## src/sv/adpcmb_pkg.sv

```systemverilog
package adpcmb_pkg;

	localparam int MEM_BYTES_DEF = 65536;
	localparam int FRAC_BITS_DEF = 16;
	localparam int NIB_W = 25;

	localparam logic [1:0] OP_LOAD  = 2'd0;
	localparam logic [1:0] OP_START = 2'd1;
	localparam logic [1:0] OP_STOP  = 2'd2;
	localparam logic [1:0] OP_TICK  = 2'd3;

	localparam logic [2:0] REG_START = 3'd0;
	localparam logic [2:0] REG_END   = 3'd1;
	localparam logic [2:0] REG_SHIFT = 3'd2;
	localparam logic [2:0] REG_PSTEP = 3'd3;
	localparam logic [2:0] REG_VOL   = 3'd4;

	localparam logic [14:0] STEP_MIN = 15'd127;
	localparam logic [14:0] STEP_MAX = 15'd24576;

	typedef struct packed {
		logic [1:0]  op;
		logic [15:0] mem_address;
		logic [7:0]  mem_byte;
		logic        repeat_flag;
		logic        external_mode;
	} in_item_t;

	typedef struct packed {
		logic signed [31:0] sample;
		logic               end_of_sample;
		logic               playing;
	} out_item_t;

	function automatic logic [7:0] grow_factor(input logic [2:0] m);
		case (m)
			3'd4:    grow_factor = 8'd77;
			3'd5:    grow_factor = 8'd102;
			3'd6:    grow_factor = 8'd128;
			3'd7:    grow_factor = 8'd153;
			default: grow_factor = 8'd57;
		endcase
	endfunction

endpackage

```

## src/sv/adpcmb_front.sv

```systemverilog
module adpcmb_front (
	input  logic                 clk,
	input  logic                 arst_n,
	input  logic                 in_valid,
	output logic                 in_ready,
	input  adpcmb_pkg::in_item_t in_data,
	output logic                 q_valid,
	input  logic                 q_ready,
	output adpcmb_pkg::in_item_t q_data
);
	import adpcmb_pkg::*;

	localparam int DEPTH = 2;

	in_item_t    buf_q [DEPTH];
	logic        wp_q, rp_q;
	logic [1:0]  cnt_q;
	logic        push, pop;

	assign in_ready = (cnt_q != 2'(DEPTH));
	assign q_valid  = (cnt_q != 2'd0);
	assign q_data   = buf_q[rp_q];
	assign push     = in_valid && in_ready;
	assign pop      = q_valid && q_ready;

	always_ff @(posedge clk) begin
		if (push) begin
			buf_q[wp_q] <= in_data;
		end
	end

	always_ff @(posedge clk or negedge arst_n) begin
		if (!arst_n) begin
			wp_q  <= 1'b0;
			rp_q  <= 1'b0;
			cnt_q <= 2'd0;
		end else begin
			if (push) wp_q <= ~wp_q;
			if (pop) rp_q <= ~rp_q;
			cnt_q <= cnt_q + 2'(push) - 2'(pop);
		end
	end
endmodule

```

## config.mk

```make
export PLATFORM = sky130hd
export DESIGN_NAME = adpcmb_front
export DESIGN_NICKNAME = d
export VERILOG_FILES = /design/src/sv/adpcmb_pkg.sv /design/src/sv/adpcmb_front.sv
export SDC_FILE = /design/constraint.sdc
export NUM_CORES = 1
export LEC_CHECK = 0
export ABC_AREA = 1
export BUFFER_PORTS_ARGS = -buffer_cell sky130_fd_sc_hd__clkbuf_2
export CAP_MARGIN = 10
export CORE_UTILIZATION = 55
export CTS_CLUSTER_DIAMETER = 40
export DETAILED_ROUTE_END_ITERATION = 10
export HOLD_SLACK_MARGIN = 0.03
export PLACE_DENSITY = 0.92
export SLEW_MARGIN = 20
export SYNTH_ARGS = -nofsm -noshare
export SYNTH_HDL_FRONTEND = slang
export SYNTH_SLANG_ARGS = --single-unit
```

## constraint.sdc

```tcl
create_clock -name clk -period 5.6 [get_ports clk]
set_input_delay 0.56 -clock clk [delete_from_list [all_inputs] [get_ports clk]]
set_output_delay 0.56 -clock clk [all_outputs]
set_load 0.05 [all_outputs]
```

==> qor_table.md <==
| Step | Parameter | Reported |
| --- | --- | --- |
| layout | Area growth, synth to finish | 21.43% |
| layout | Fraction of layout instances using a drive strength above 1 | 0.3000 |
| floorplanning | Die height | 66.26 µm |
| critical path | Chain of cells forming the critical path | inv_2 -> nand2_1 -> nand2_1 -> clkbuf_2 |
| sta | Setup repair after global routing missed its margin | no |
| clock network | Postcts setup bufs | 0 |
| clock network | CTS Buffer Depth | 2 |
| clock network | CTS tree | yes |
| yosys | Share of the synthesized area in the top cell type | 0.7405 |
| critical path | Dominant cell type by count on the critical path | sky130_fd_sc_hd__nand2_1 |
| yosys | Biggest area contributors in the synthesized netlist | sky130_fd_sc_hd__edfxtp_1, sky130_fd_sc_hd__nand2_1, sky130_fd_sc_hd__dfrtp_1 |
| clock network | CTS sink cnt | 60 |
| drt | Vias after detailed routing | 1415 |
| yosys | Syn Inst Count | 178 |
| drt | Number of remaining DRC errors | 0 |
| yosys | Main combinational cell family by area after synthesis | simple AND/OR/NAND/NOR gates |
| yosys | Xor and xnor fraction of the mapped netlist area | 0 |
| yosys | Post-synthesis sequential element count | 60 |
| yosys | Synth Area in Simple Gates | 0.1686 |
| sta | Max Freq | 358.4 MHz |
| clock network | # hold bufs at CTS | 1 |
| global route | Number of global-route vias before repair | 1325 |
| yosys | Number of different library cells in the post-synthesis netlist | 11 |
| layout | Post-Layout Inst Area | 0.002758 mm² |
| floorplanning | Die X | 66.26 µm |
| min path | Cell depth of the worst min-delay path | 1 |
| critical path | Reg-to-reg critical path startpoint | cnt_q[0] |
| clock network | Count of cells resized by post-cts repair | 0 |
| yosys | Share of cell area taken by muxes after synthesis | 0 |
| drt | Routed length per placed instance | 12.20 µm |
| sta | Worst hold margin | 0.4313 ns |
| drt | Number of nets still failing antenna checks after routing | 0 |
| yosys | Post-synthesis net count | 212 |
| layout | Final Net Count | 280 |
| global route | Overall global routing resource usage | 0.1842 |
| yosys | Sequential area share after synthesis | 0.7846 |
| yosys | Adder-cell area share of the yosys netlist | 0.01102 |
| placed design | Input/output buffers | 61 |
| critical path | Cell with the largest stage delay on the worst path | sky130_fd_sc_hd__dfrtp_1 |
| run | Max capacitance violation total | 0 |
| drt | Iteration count of the initial detailed-routing pass | 4 |
| placed design | Placed standard-cell area | 0.002599 mm² |
| global route | Global-route congestion overflow total | 0 |
| drt | Via density | 4.748 |
| sta | Portion of the clock cycle consumed by the worst path in the final layout | 0.4983 |
| critical path | Critical path fanouts, max | 30 |
| drt | First-iteration detailed-routing DRC count | 75 |
| floorplanning | Number of core rows | 22 |
| yosys | Yosys warnings | 0 |
| min path | Class of the tightest hold or removal check | input port to register |
| critical path | Type of destination of the critical path | output port |
| yosys | Compound-cell area share of the yosys netlist | 0 |
| floorplanning | Placeable core region | 0.003799 mm² |
| floorplanning | Number of I/O pins | 62 |
| placed design | Weighted congestion at the end of routability-driven global placement | 0.8519 |
| clock network | Num CTS Buffers | 9 |
| status | Run status | finished clean |
| sta | Total negative setup slack | 0 ns |
| yosys | Biggest area consumer among synthesized cells | sky130_fd_sc_hd__edfxtp_1 |
| min path | Worst Hold Launch | in_data[18] |
| critical path | Critical Path Source | rp_q |
| sta | Max Clock Skew | 0.006132 ns |
| sta | Final-report setup violation count | 0 |
| clock network | Clock Pin Slew Worst Setup and Hold Paths | 0.06 ns |
| critical path | Slack of the worst reg-to-reg path | 3.62 ns |
| floorplanning | Full die area | 0.004390 mm² |
| critical path | Worst r2r path cells | 4 |
| clock network | Clock root cell | sky130_fd_sc_hd__clkbuf_8 |
| sta | Count of endpoints failing hold in the final timing report | 0 |
| sta | Minimum clock period | 2.790 ns |
| layout | Number of standard cells in the final layout excluding fillers | 298 |
| min path | Worst hold endpoint | buf_q[1][18] |
| critical path | Buffering stage count on the worst path with inverters included | 2 |
| clock network | H-Tree Depth | 3 |
| placed design | Dpl cells | 282 |
| critical path | CP arrival | 2.23 ns |
| layout | Total inserted antenna cells | 0 |
| placed design | Detailed Place HPWL | 2337 µm |
| sta | Max-slew violation count | 0 |
| critical path | Family of cells with the greatest summed delay on the critical path | flip-flops |
| sta | Measured slew at the worst slew-check pin | 0.9985 ns |
| yosys | Post-synthesis instance area | 0.002271 mm² |
| critical path | Critical path startpoint category | register |
| sta | Tightest slew margin relative to the limit | 0.3302 |
| clock network | Insertion delay to the later sink of the worst-skew pair | 0.32 ns |
| global route | Number of antenna violations at the first check in global routing | 0 |
| drt | Drt total wl | 3636 µm |
| critical path | Peak per-stage delay on the critical path | 0.96 ns |
| critical path | Worst Setup Path Type | register to output port |
| global route | Wire length of the first global-routing pass | 5513 µm |
| yosys | Avg Synthesized Cell Area | 12.76 µm² |
| floorplanning | Effective utilization at floorplan | 0.5978 |
| critical path | Reg2Reg Capture Point | buf_q[0][8] |
| global route | Maximum number of pins on one net before global-route repair | 31 |
| critical path | Worst Path Required | 5.04 ns |
-- cell families after synthesis --
family                   count (synthesis)
AND/OR/NAND/NOR                        101
buffers and inverters                   15
adder cells (fa/ha/maj)                  2
flip-flops                              60
-- flip-flops by register name (all words and copies together), names as in the netlist --
signal  flops
buf_q      56
cnt_q       2
rp_q        1
wp_q        1
-- how the worst max path moves through the flow --
stage | to | slack [ns] | cells after the start
after global routing | q_data[8] | 2.63 | 4
after CTS | q_data[8] | 2.78 | 4
after detailed placement | q_data[23] | 3.14 | 4
final | q_data[8] | 2.81 | 4
after floorplan | buf_q[1][0] | 3.05 | 3
after global placement | q_data[5] | 3.18 | 4
-- worst register-to-register path: cells and delay by family, from the launching register on --
family,cells,cell delay (ns)
simple gates,2,0.18
buf+inv,2,0.85
flops,1,0.38
-- cell usage after synthesis, drive strengths merged --
library cell / instances
inv: 9
nor2: 1
edfxtp: 56
buf: 6
dfrtp: 4
ha: 2
nand2: 97
nand3: 3
-- stage by stage --
stage | setup slack, ns | util
final | 2.810 | 0.7260
after global routing | 2.630 | 0.7260
after CTS | 2.776 | 0.7260
after detailed placement | 3.136 | 0.6841
after global placement | 3.183 | 0.6841
after floorplan | 3.047 | -
-- cells in the final DEF, fill, tap and decap left out, drive strengths merged --
| master | instances |
|---|---|
| dlygate4sd3 | 1 |
| ha | 2 |
| inv | 8 |
| buf | 1 |
| clkinv | 5 |
| nand2 | 97 |
| nand3 | 3 |
| edfxtp | 56 |
| clkbuf | 72 |
| dfrtp | 4 |
| nor2 | 1 |
-- cell type report --
class | instances | area (µm²)
flip-flops and latches | 60 | 1782
fillers | 257 | 1041
multi-input cells | 103 | 410.4
repair buffers | 63 | 322.8
clock buffers | 11 | 131.4
well taps | 48 | 60.06
inverters | 9 | 33.78
clock inverters | 4 | 17.52
-- per-layer routing --
| layer | global-route usage | vias to the layer above | routed length, µm |
|---|---|---|---|
| met5 | 0 | - | 0 |
| met4 | 0.09574 | 0 | 0 |
| met3 | 0.06207 | 0 | 263 |
| met2 | 0.3023 | 59 | 1881 |
| met1 | 0.2144 | 633 | 1490 |
| li1 | - | 723 | - |
Power is not shown: default switching activity piles up to over one toggle a cycle in this logic, so the estimate is an artifact.
